`src/hdl/ntis_pkg.sv`:
```
// ----------------------------------------------------------------------------
// ntis_pkg
// Types, codes and sizes shared by the name table blocks.
// ----------------------------------------------------------------------------
`default_nettype none

package ntis_pkg;

   localparam int CAPACITY = 16;
   localparam int ADDR_W   = $clog2(CAPACITY);
   localparam int COUNT_W  = 5;
   localparam int KEY_W    = 64;

   localparam logic [1:0] ACT_CREATE = 2'd0;
   localparam logic [1:0] ACT_DELETE = 2'd1;
   localparam logic [1:0] ACT_SEARCH = 2'd2;
   localparam logic [1:0] ACT_LIST   = 2'd3;

   localparam logic [2:0] STAT_CREATED  = 3'd0;
   localparam logic [2:0] STAT_EXISTS   = 3'd1;
   localparam logic [2:0] STAT_FULL     = 3'd2;
   localparam logic [2:0] STAT_DELETED  = 3'd3;
   localparam logic [2:0] STAT_NOTFOUND = 3'd4;
   localparam logic [2:0] STAT_FOUND    = 3'd5;
   localparam logic [2:0] STAT_EMPTY    = 3'd6;
   localparam logic [2:0] STAT_LISTED   = 3'd7;

   typedef struct packed {
      logic [1:0]       action;
      logic [KEY_W-1:0] name_key;
   } req_type;

   typedef struct packed {
      logic [2:0]         status;
      logic [KEY_W-1:0]   entry_key;
      logic [COUNT_W-1:0] entry_count;
      logic               last;
   } rsp_type;

   typedef struct packed {
      logic    valid;
      rsp_type data;
   } emit_type;

   typedef enum logic [2:0] {
      S_IDLE,
      S_SCAN,
      S_DEL_RD,
      S_DEL_WR,
      S_EMIT,
      S_LIST_RD,
      S_LIST_OUT
   } state_type;

endpackage

`default_nettype wire

```
`src/hdl/name_table_insert_delete_search.sv`:
```
// ----------------------------------------------------------------------------
// name_table_insert_delete_search
// Single-level name directory: create, delete, search and list of unique
// 64-bit name keys held in a small RAM.
// ----------------------------------------------------------------------------
// The table holds up to CAPACITY unique keys in slots 0 to count-1 of a
// RAM with registered read data. One command is worked at a time. Create,
// search and delete scan the stored keys one per cycle until a hit or the
// last stored key; delete then reads the last entry and writes it into the
// freed slot. List reads the first stored key, then gives one beat per stored
// key per cycle while the result side keeps up; an empty table gives one
// "empty" beat. A new command is taken as soon as the sequencer is idle, even
// while the final result beat still waits in the output register. No clearing
// pass is needed after reset: only slots below the count are ever read.
// ----------------------------------------------------------------------------
`default_nettype none

module name_table_insert_delete_search import ntis_pkg::*; (
   input  wire logic    clock,
   input  wire logic    reset,
   input  wire logic    req_valid,
   input  wire req_type req_data,
   output logic         req_stall,
   output logic         rsp_valid,
   output rsp_type      rsp_data,
   input  wire logic    rsp_stall
);

   // output register parting the sequencer from the result side
   logic    rsp_valid_ff, rsp_valid_in;
   rsp_type rsp_data_ff, rsp_data_in;
   logic    out_free;

   emit_type           emit;
   logic               wr_en;
   logic [ADDR_W-1:0]  wr_addr;
   logic [KEY_W-1:0]   wr_data;
   logic               rd_en;
   logic [ADDR_W-1:0]  rd_addr;
   logic [KEY_W-1:0]   rd_data;

   // the key store; the sequencer's states keep reads and writes apart
   ntis_ram #(
      .WIDTH (KEY_W),
      .DEPTH (CAPACITY)
   ) u_key_store (
      .clock   (clock),
      .wr_en   (wr_en),
      .wr_addr (wr_addr),
      .wr_data (wr_data),
      .rd_en   (rd_en),
      .rd_addr (rd_addr),
      .rd_data (rd_data)
   );

   ntis_ctrl u_ctrl (
      .clock     (clock),
      .reset     (reset),
      .req_valid (req_valid),
      .req_data  (req_data),
      .req_stall (req_stall),
      .out_free  (out_free),
      .emit      (emit),
      .wr_en     (wr_en),
      .wr_addr   (wr_addr),
      .wr_data   (wr_data),
      .rd_en     (rd_en),
      .rd_addr   (rd_addr),
      .rd_data   (rd_data)
   );

   // the register can take a beat when empty or when its beat leaves now
   assign out_free = !rsp_valid_ff || !rsp_stall;

   always_comb begin
      rsp_valid_in = rsp_valid_ff && rsp_stall;
      rsp_data_in  = rsp_data_ff;
      if (emit.valid) begin
         rsp_valid_in = 1'b1;
         rsp_data_in  = emit.data;
      end
   end

   always_ff @(posedge clock) begin
      if (reset) begin
         rsp_valid_ff <= 1'b0;
      end else begin
         rsp_valid_ff <= rsp_valid_in;
      end
      rsp_data_ff <= rsp_data_in;
   end

   assign rsp_valid = rsp_valid_ff;
   assign rsp_data  = rsp_data_ff;

endmodule

`default_nettype wire

```
`src/hdl/ntis_ram.sv`:
```
// ----------------------------------------------------------------------------
// ntis_ram
// Generic single-write, single-read RAM with registered read data.
// ----------------------------------------------------------------------------
`default_nettype none

module ntis_ram #(
   parameter int WIDTH = 64,
   parameter int DEPTH = 16
) (
   input  wire logic                     clock,
   input  wire logic                     wr_en,
   input  wire logic [$clog2(DEPTH)-1:0] wr_addr,
   input  wire logic [WIDTH-1:0]         wr_data,
   input  wire logic                     rd_en,
   input  wire logic [$clog2(DEPTH)-1:0] rd_addr,
   output logic      [WIDTH-1:0]         rd_data
);

   logic [WIDTH-1:0] mem_ff [DEPTH];
   logic [WIDTH-1:0] rd_data_ff;

   always_ff @(posedge clock) begin
      if (wr_en) begin
         mem_ff[wr_addr] <= wr_data;
      end
      // hold read data until the next read
      if (rd_en) begin
         rd_data_ff <= mem_ff[rd_addr];
      end
   end

   assign rd_data = rd_data_ff;

endmodule

`default_nettype wire

```
`src/hdl/ntis_ctrl.sv`:
```
// ----------------------------------------------------------------------------
// ntis_ctrl
// Sequencer: scans the key RAM, resolves each command, writes back and
// issues result beats.
// ----------------------------------------------------------------------------
`default_nettype none

module ntis_ctrl import ntis_pkg::*; (
   input  wire logic               clock,
   input  wire logic               reset,
   input  wire logic               req_valid,
   input  wire req_type            req_data,
   output logic                    req_stall,
   input  wire logic               out_free,
   output emit_type                emit,
   output logic                    wr_en,
   output logic [ADDR_W-1:0]       wr_addr,
   output logic [KEY_W-1:0]        wr_data,
   output logic                    rd_en,
   output logic [ADDR_W-1:0]       rd_addr,
   input  wire logic [KEY_W-1:0]   rd_data
);

   state_type          state_ff, state_in;
   logic [COUNT_W-1:0] count_ff, count_in;
   logic [KEY_W-1:0]   key_ff, key_in;
   logic [1:0]         act_ff, act_in;
   logic [COUNT_W-1:0] issue_ff, issue_in;
   logic               cmp_vld_ff, cmp_vld_in;
   logic [ADDR_W-1:0]  cmp_idx_ff, cmp_idx_in;
   logic [ADDR_W-1:0]  slot_ff, slot_in;
   logic [2:0]         status_ff, status_in;
   logic               inc_ff, inc_in;
   logic               dec_ff, dec_in;

   logic               hit;
   logic               more;
   logic [COUNT_W-1:0] count_nx;
   logic [COUNT_W-1:0] count_m1;

   always_ff @(posedge clock) begin
      if (reset) begin
         state_ff   <= S_IDLE;
         count_ff   <= '0;
         cmp_vld_ff <= 1'b0;
      end else begin
         state_ff   <= state_in;
         count_ff   <= count_in;
         cmp_vld_ff <= cmp_vld_in;
      end
      key_ff     <= key_in;
      act_ff     <= act_in;
      issue_ff   <= issue_in;
      cmp_idx_ff <= cmp_idx_in;
      slot_ff    <= slot_in;
      status_ff  <= status_in;
      inc_ff     <= inc_in;
      dec_ff     <= dec_in;
   end

   assign count_m1 = count_ff - COUNT_W'(1);
   assign count_nx = count_ff + COUNT_W'(inc_ff) - COUNT_W'(dec_ff);
   assign hit      = cmp_vld_ff && (rd_data == key_ff);
   assign more     = issue_ff < count_ff;

   always_comb begin
      state_in   = state_ff;
      count_in   = count_ff;
      key_in     = key_ff;
      act_in     = act_ff;
      issue_in   = issue_ff;
      cmp_vld_in = 1'b0;
      cmp_idx_in = cmp_idx_ff;
      slot_in    = slot_ff;
      status_in  = status_ff;
      inc_in     = inc_ff;
      dec_in     = dec_ff;
      req_stall  = (state_ff != S_IDLE);
      emit       = '0;
      wr_en      = 1'b0;
      wr_addr    = slot_ff;
      wr_data    = rd_data;
      rd_en      = 1'b0;
      rd_addr    = issue_ff[ADDR_W-1:0];

      unique case (state_ff)
         S_IDLE: begin
            if (req_valid) begin
               key_in   = req_data.name_key;
               act_in   = req_data.action;
               issue_in = '0;
               inc_in   = 1'b0;
               dec_in   = 1'b0;
               if (req_data.action == ACT_LIST) begin
                  if (count_ff == '0) begin
                     status_in = STAT_EMPTY;
                     state_in  = S_EMIT;
                  end else begin
                     state_in  = S_LIST_RD;
                  end
               end else begin
                  state_in = S_SCAN;
               end
            end
         end
         S_SCAN: begin
            // stream reads, compare each one when its data returns from the RAM
            rd_en      = !hit && more;
            cmp_vld_in = rd_en;
            cmp_idx_in = issue_ff[ADDR_W-1:0];
            if (rd_en) begin
               issue_in = issue_ff + COUNT_W'(1);
            end
            if (hit) begin
               case (act_ff)
                  ACT_CREATE: begin
                     status_in = STAT_EXISTS;
                     state_in  = S_EMIT;
                  end
                  ACT_DELETE: begin
                     slot_in  = cmp_idx_ff;
                     state_in = S_DEL_RD;
                  end
                  default: begin
                     status_in = STAT_FOUND;
                     state_in  = S_EMIT;
                  end
               endcase
            end else if (!more) begin
               if (act_ff == ACT_CREATE) begin
                  if (count_ff >= COUNT_W'(CAPACITY)) begin
                     status_in = STAT_FULL;
                  end else begin
                     status_in = STAT_CREATED;
                     inc_in    = 1'b1;
                  end
               end else begin
                  status_in = STAT_NOTFOUND;
               end
               state_in = S_EMIT;
            end
         end
         S_DEL_RD: begin
            rd_en    = 1'b1;
            rd_addr  = count_m1[ADDR_W-1:0];
            state_in = S_DEL_WR;
         end
         S_DEL_WR: begin
            // move the last entry into the freed slot
            wr_en     = 1'b1;
            wr_addr   = slot_ff;
            wr_data   = rd_data;
            status_in = STAT_DELETED;
            dec_in    = 1'b1;
            state_in  = S_EMIT;
         end
         S_EMIT: begin
            if (out_free) begin
               wr_en                  = inc_ff;
               wr_addr                = count_ff[ADDR_W-1:0];
               wr_data                = key_ff;
               count_in               = count_nx;
               emit.valid             = 1'b1;
               emit.data.status       = status_ff;
               emit.data.entry_key    = '0;
               emit.data.entry_count  = count_nx;
               emit.data.last         = 1'b1;
               state_in               = S_IDLE;
            end
         end
         S_LIST_RD: begin
            rd_en    = 1'b1;
            state_in = S_LIST_OUT;
         end
         S_LIST_OUT: begin
            if (out_free) begin
               emit.valid            = 1'b1;
               emit.data.status      = STAT_LISTED;
               emit.data.entry_key   = rd_data;
               emit.data.entry_count = count_ff;
               emit.data.last        = (issue_ff == count_m1);
               if (issue_ff == count_m1) begin
                  state_in = S_IDLE;
               end else begin
                  // fetch the next entry while this beat leaves
                  rd_en    = 1'b1;
                  rd_addr  = issue_ff[ADDR_W-1:0] + ADDR_W'(1);
                  issue_in = issue_ff + COUNT_W'(1);
               end
            end
         end
         default: begin
            state_in = S_IDLE;
         end
      endcase
   end

`ifndef SYNTHESIS
   a_count_range: assert property (@(posedge clock) disable iff (reset)
      count_ff <= COUNT_W'(CAPACITY))
      else $error("entry count beyond capacity");

   a_no_rw_overlap: assert property (@(posedge clock) disable iff (reset)
      !(wr_en && rd_en))
      else $error("RAM read and write in the same cycle");

   a_emit_free: assert property (@(posedge clock) disable iff (reset)
      emit.valid |-> out_free)
      else $error("result beat issued into a full output register");

   a_only_list_continues: assert property (@(posedge clock) disable iff (reset)
      (emit.valid && !emit.data.last) |-> (emit.data.status == STAT_LISTED))
      else $error("non-final beat that is not a listed entry");

   a_accept_busy: assert property (@(posedge clock) disable iff (reset)
      (req_valid && !req_stall) |=> (state_ff != S_IDLE))
      else $error("sequencer idle after accepting a command");
`endif

endmodule

`default_nettype wire
```
`config.mk`:
```
export PLATFORM = sky130hd
export DESIGN_NAME = name_table_insert_delete_search
export DESIGN_NICKNAME = d
export VERILOG_FILES = /design/src/hdl/ntis_pkg.sv /design/src/hdl/name_table_insert_delete_search.sv /design/src/hdl/ntis_ram.sv /design/src/hdl/ntis_ctrl.sv
export SDC_FILE = /design/constraint.sdc
export NUM_CORES = 2
export LEC_CHECK = 0
export ABC_AREA = 1
export BUFFER_PORTS_ARGS = -buffer_cell sky130_fd_sc_hd__clkbuf_2
export CORE_UTILIZATION = 56
export CTS_BUF_LIST = sky130_fd_sc_hd__clkbuf_8 sky130_fd_sc_hd__clkbuf_16
export DETAILED_ROUTE_END_ITERATION = 12
export PLACE_DENSITY = 0.74
export REMOVE_ABC_BUFFERS = 1
export SLEW_MARGIN = 25
export SYNTH_ARGS = -nofsm -noshare
export SYNTH_HDL_FRONTEND = slang
export SYNTH_HIERARCHICAL = 1
export SYNTH_SLANG_ARGS = --single-unit
export TNS_END_PERCENT = 20
```
`constraint.sdc`:
```
create_clock -name clock -period 6.5 [get_ports clock]
set_input_delay 0.65 -clock clock [delete_from_list [all_inputs] [get_ports clock]]
set_output_delay 0.65 -clock clock [all_outputs]
set_load 0.01 [all_outputs]
```
---- After elaboration in Yosys (flattened, before gate mapping) ----
Memory sizes are Yosys's and may differ from the RTL's. A register that Yosys moved wholly into a read port is not among the register bits.
Cells that the tools add are included.
storage, ports and cells
  flip-flop bits (word level) ............. 167
  memory bits (writable) .................. 1,024
  input port bits ......................... 70
  output and inout bits ................... 75
  logic and storage cells ................. 123
  memories kept ........................... 1
memories
  memory              depth  width  rd ports  clocked after memory_dff  write ports  RTL line        source
  u_key_store.mem_ff  16     64     1         1                         1            ntis_ram.sv:20  logic [WIDTH-1:0] mem_ff [DEPTH];
cells by class
  $add $sub $neg .......................... 5
  magnitude comparators ................... 2
  equal/unequal tests ..................... 24
  multiplexer cells ....................... 49
  bitwise gates (word level) .............. 1
  reductions and logical operators ........ 25
operator list
  operator               number
  $mux W74               2
  $pmux W74 S2           1
  $mux W64               2
  $eq A64 B64 Y1         1
  $mux W3                14
  $pmux W3 S7            1
  $mux W5                4
  $mux W4                4
  $pmux W5 S3            1
  $ne A2 B2 Y1 const B   7
  $mux W1                12
  $reduce_and A6 Y1      2
  $ne A2 B1 Y1 const B   5
  $reduce_and A5 Y1      2
  $eq A3 B3 Y1 const B   3
  $pmux W3 S3            1
  $reduce_bool A3 Y1     3
  $pmux W4 S2            1
  $eq A3 B2 Y1 const B   2
  $pmux W1 S2            3
  $pmux W3 S2            1
  $reduce_and A2 Y1      3
  $add A5 B1 Y5          1
  $add A5 B1 Y5 const B  1
  other kinds (23)       29

---- Longest topological paths before layout ----
  depth in word-level cells ............... 6
  mapped depth ............................ 25
  depth with buffers taken out ............ 22

---- By module ----
The synthesis kept the hierarchy.
by module, submodules not included
  module                           instances  cells an instance  area each (um^2)  seq. area each (um^2)
  ntis_ram                         1          4,210              45,926.5          32,671.3
  ntis_ctrl                        1          925                6,472.5           2,702.6
  name_table_insert_delete_search  1          77                 2,230.9           2,212.1

---- Worst setup path before layout ----
OpenSTA, ideal clock, no wires.
  kind .................................... reg2reg
  start point ............................. register u_ctrl.count_ff[2]
  end point ............................... register u_key_store.rd_data_ff[0] (netlist: u_key_store/rd_data[0]) (read register of u_key_store.mem_ff) (enable)
  setup time .............................. 0.584 ns
  arrival ................................. 6.104 ns
  required time ........................... 5.916 ns
  setup slack ............................. -0.188 ns
  stages on the path, launching flop included .. 16
  path buffers ............................ 0
  clock period less this slack ............ 6.688 ns
  cell sequence ........................... dfxtp_1 -> inv_1 -> ha_1 -> nand2_1 -> nand2_1 -> inv_1 -> nand2_1 -> nand2_1 -> nand2_1 -> nand2_1 -> inv_1 -> nand2_1 -> nand2_1 -> inv_1 -> a21oi_1 -> a21boi_0
on the way
  longest elaborated chain between the ends .. 5
  elaborated cells on any way between the ends .. 10
  those cells by class .................... add/sub: 1; order compare: 1; eq/ne: 1; mux: 6; reduce/logical: 1
RTL lines
  item                    RTL line                               source
  from (decl)             ntis_ctrl.sv:25                        logic [COUNT_W-1:0] count_ff, count_in;
  from (signal assigned)  ntis_ctrl.sv:48                        count_ff <= count_in;
  $sub A5 B1 Y5           ntis_ctrl.sv:61                        assign count_m1 = count_ff - COUNT_W'(1);
  $eq A5 B5 Y1            ntis_ctrl.sv:182                       if (issue_ff == count_m1) begin
  $mux W1                 ntis_ctrl.sv:182
  $mux W1                 ntis_ctrl.sv:176                       if (out_free) begin
  $pmux W1 S3 (*)         ntis_ctrl.sv:86                        unique case (state_ff)
  net rd_en               name_table_insert_delete_search.sv:38  logic rd_en;
  to (decl)               ntis_ram.sv:21                         logic [WIDTH-1:0] rd_data_ff;
Mark *: on every way through the listed nets, which the timed path passes. The rest lies on a longest branch.
A chain may end at the register's enable or synchronous reset.

---- Worst setup path after layout ----
  start point ............................. register u_ctrl.count_ff[0]
  end point ............................... register u_key_store.rd_data_ff[27] (netlist: u_key_store/rd_data[27]) (read register of u_key_store.mem_ff), data pin
on the way
  longest elaborated chain between the ends .. 5
  elaborated cells on any way between the ends .. 10
  those cells by class .................... add/sub: 1; order compare: 1; eq/ne: 1; mux: 6; reduce/logical: 1
RTL lines
  item               RTL line                               source
  $sub A5 B1 Y5 (*)  ntis_ctrl.sv:61
  $eq A5 B5 Y1       ntis_ctrl.sv:182
  $mux W4            ntis_ctrl.sv:182
  $mux W4            ntis_ctrl.sv:176
  $pmux W4 S2 (*)    ntis_ctrl.sv:86
  net rd_addr[0]     name_table_insert_delete_search.sv:39  logic [ADDR_W-1:0] rd_addr;
Marked as above.

==> flow_summary.toml <==
[critical_path]
path_class = "flip-flop to flip-flop"
cp_max_fo = 268
cp.arrival_ns = 5.22
critPathLaunchType = "flip-flop"
setup.worst_path.end_class = "flip-flop"
cp.required_ns = 6.99

[floorplanning]
rows = 114
io_pins = 145
die_w_um = 314
die_h_um = 314
initial_core_util_pct = 56.5
core_mm2 = 0.0967
dieArea_mm2 = 0.0988

[final_layout]
fin_cells = 6731
area_growth_pct = 11.3
final_layout_size_suffix_gt1_share_pct = 8.82
final_common_cell = "nand2_1"
final_cell_mix = "nand2_1, edfxtp_1, inv_1, nand3_1, clkbuf_2"
antennaDiodeCount = 0
nets = 5447
fin_util_pct = 62.9

[sta]
fmax_mhz = 211
finalSetupViolCount = 0
fin_crit_ns = 4.73
tightest_slew_ns = 1.32
slew_headroom_pct = 11.9
skew_ns = 0.0360
post-route-period-util_pct = 72.8
rsz0062_at_grt = "false"
drv_slew = 0
hold_viol_final = 0

[yosys]
ys_async_sr_fraction_pct = 0
ys_seq_area_share_pct = 68.8
yosys_warnings = 6
synth-edff-count = 1245
syn_avg_cell_area_um2 = 10.5
mappedNetlistArea_mm2 = 0.0546
ys_seq_elements = 1255
synth_cells = 5212
synth_flop_cell = "edfxtp_1"
synth_cell_types = 40

[grt]
grt_pass1_vias = 36000
use_met3_pct = 5.78
grtUsageMet1_pct = 40.3
grtUsageMet2_pct = 47.2
overflow = 0
grt_pass1_wl_um = 218000
grt_start_max_net_pins = 269
grt_use_total_pct = 30.0
grt.busiest_layer = "met2"
antenna_found_initial = 1

[run_status]
status = "finished, final reports clean"

[routing]
avgRoutedWirePerCell_um = 22.1
drc_errors = 0
route.vias.total = 38000
first_iter_violations = 5215
routed_wirelength_um = 149000
routed_via_density = 5.64
drtAntennaViolNets = 0
drt_first_pass_iters = 6

[job]
drv_cap = 0

[placed_design]
port-buffer-count = 144
hpwl_um = 80700
gp_congestion = 0.931
dp_cells = 6499

[cts]
cts_tree = "done"
cts-root-buf = "clkbuf_16"
clock_path_buffers = 3
htree_levels = 4
post_cts_buffers = 0
cts_resized = 0
cts_buffers = 130
cts.reportedPaths.clkPinSlew_ns = 0.06
cts_num_sinks = 1255
hold_buffers = 0
clock_latency_ns = 0.75

[power]
p_per_area_mw_per_mm2 = 411
clkPwrFrac_pct = 28.3
p_sw_uw = 8920
p_int_uw = 16100
vdd_drop_max_v = 0.000412
combPwrFrac_pct = 30.8
p_sw_share_pct = 35.7
p_seq_share_pct = 40.9
power_leakage_uw = 0.0258

[min_path]
hp-class = "primary input to flip-flop"
power groups by stage:
stage               clock (uW)  combinational [uW]  sequential [uW]
finish                    7080                7700            10200
global route              7420                8370            10200
CTS                       7150                7570            10200
detailed placement           0                7520            10400
global placement             0                7370            10400
floorplan                    0                5310            10400
stage by stage:
step	worst slack [ns]	setup TNS [ns]	hold slack, ns	total power, uW	area (um2)
finish	1.77	0	0.0707	25000	60800
global route	1.62	0	0.0491	26000	60800
CTS	2.01	0	0.0280	24900	60800
detailed placement	2.07	0	0.407	17900	56700
global placement	2.16	0	0.404	17700	56700
floorplan	-26.75	-5101.27	0.400	15700	53200
layer usage:
layer	wire, um	up-vias	part of all wire [%]
met1	55800	18000	38
met5	0	-	0
met3	17100	415	12
li1	-	17200	-
met2	68900	2354	46
met4	6770	0	4.6
layout make-up:
class                      instances  area, um2
inverter                         914       3460
clock inverter                    96        657
clock buffer                     135       3380
timing repair buffer             250       1740
multi-input combinational       2805      12400
sequential                      1255      37600
tap                             1276       1600
fill                            7326      35900
worst max-delay path: stages (launching register included):
cell      delay [ns]
dfxtp_1         0.48
inv_1           0.16
ha_1            0.27
xnor2_1         0.33
nand2_1         0.10
nand3_1         0.09
nor2_1          0.04
nand2_1         0.13
nand2_1         0.12
o21ai_0         0.35
o221ai_4        0.16
buf_4           0.30
inv_16          0.56
buf_4           0.45
nand2_1         0.09
nand3_1         0.09
nand3_1         0.11
nand3_1         0.11
nand2_1         0.08
cell usage after synthesis (2+ instances only):
library cell	count	share of area (%)
or2_2	3	0.034
nand3_1	791	7.2
nand3b_1	3	0.041
buf_4	16	0.22
a21oi_1	19	0.17
clkbuf_1	41	0.28
o21ai_0	77	0.71
nor2_1	139	0.96
nor3_1	7	0.064
xor2_1	6	0.096
xnor2_1	15	0.24
nor4_1	5	0.057
nor2_2	4	0.046
nand4_1	22	0.25
nand2_1	1667	11
inv_2	10	0.069
buf_6	46	0.95
buf_2	122	1.1
ha_1	20	0.46
o211ai_1	3	0.041
buf_1	12	0.082
dfxtp_1	10	0.37
nand2_2	5	0.057
nand3_2	2	0.037
a21o_1	2	0.027
o2111ai_1	2	0.032
o221ai_1	5	0.080
inv_1	902	6.2
edfxtp_1	1245	68
cell families (layout without fill, tap and decap cells):
kind of cell | Yosys count | count (layout) | share of synthesized area [%]
buffers and inverters | 1152 | 1395 | 8.97
AOI/OAI and AO/OA | 114 | 114 | 1.14
adders and majority gates | 21 | 21 | 0.495
DFF | 1255 | 1255 | 68.8
and+or+nand+nor | 2649 | 2649 | 20.3
xor gates and xnor gates | 21 | 21 | 0.337
state kept, by name (all words and copies together) (netlist names), 4 cells and up:
name,flops
rsp_data,73
u_ctrl/cmp_idx_ff,4
u_ctrl/count_ff,5
u_ctrl/issue_ff,5
u_ctrl/key_ff,64
u_ctrl/slot_ff,4
u_key_store/mem_ff,1024
u_key_store/rd_data,64
final timing paths:
kind	slack [ns]	startpoint	to	cells past startpoint
setup / recovery	1.77	u_ctrl/count_ff[0]	u_key_store/rd_data[27]	18
setup reg to reg	1.77	u_ctrl/count_ff[0]	u_key_store/rd_data[27]	18
hold reg to reg	0.42	u_ctrl/cmp_idx_ff[3]	u_ctrl/slot_ff[3]	0
hold / removal	0.07	req_data[6]	u_ctrl/key_ff[6]	1
No activity file was read; power rests on OpenSTA's default activity.
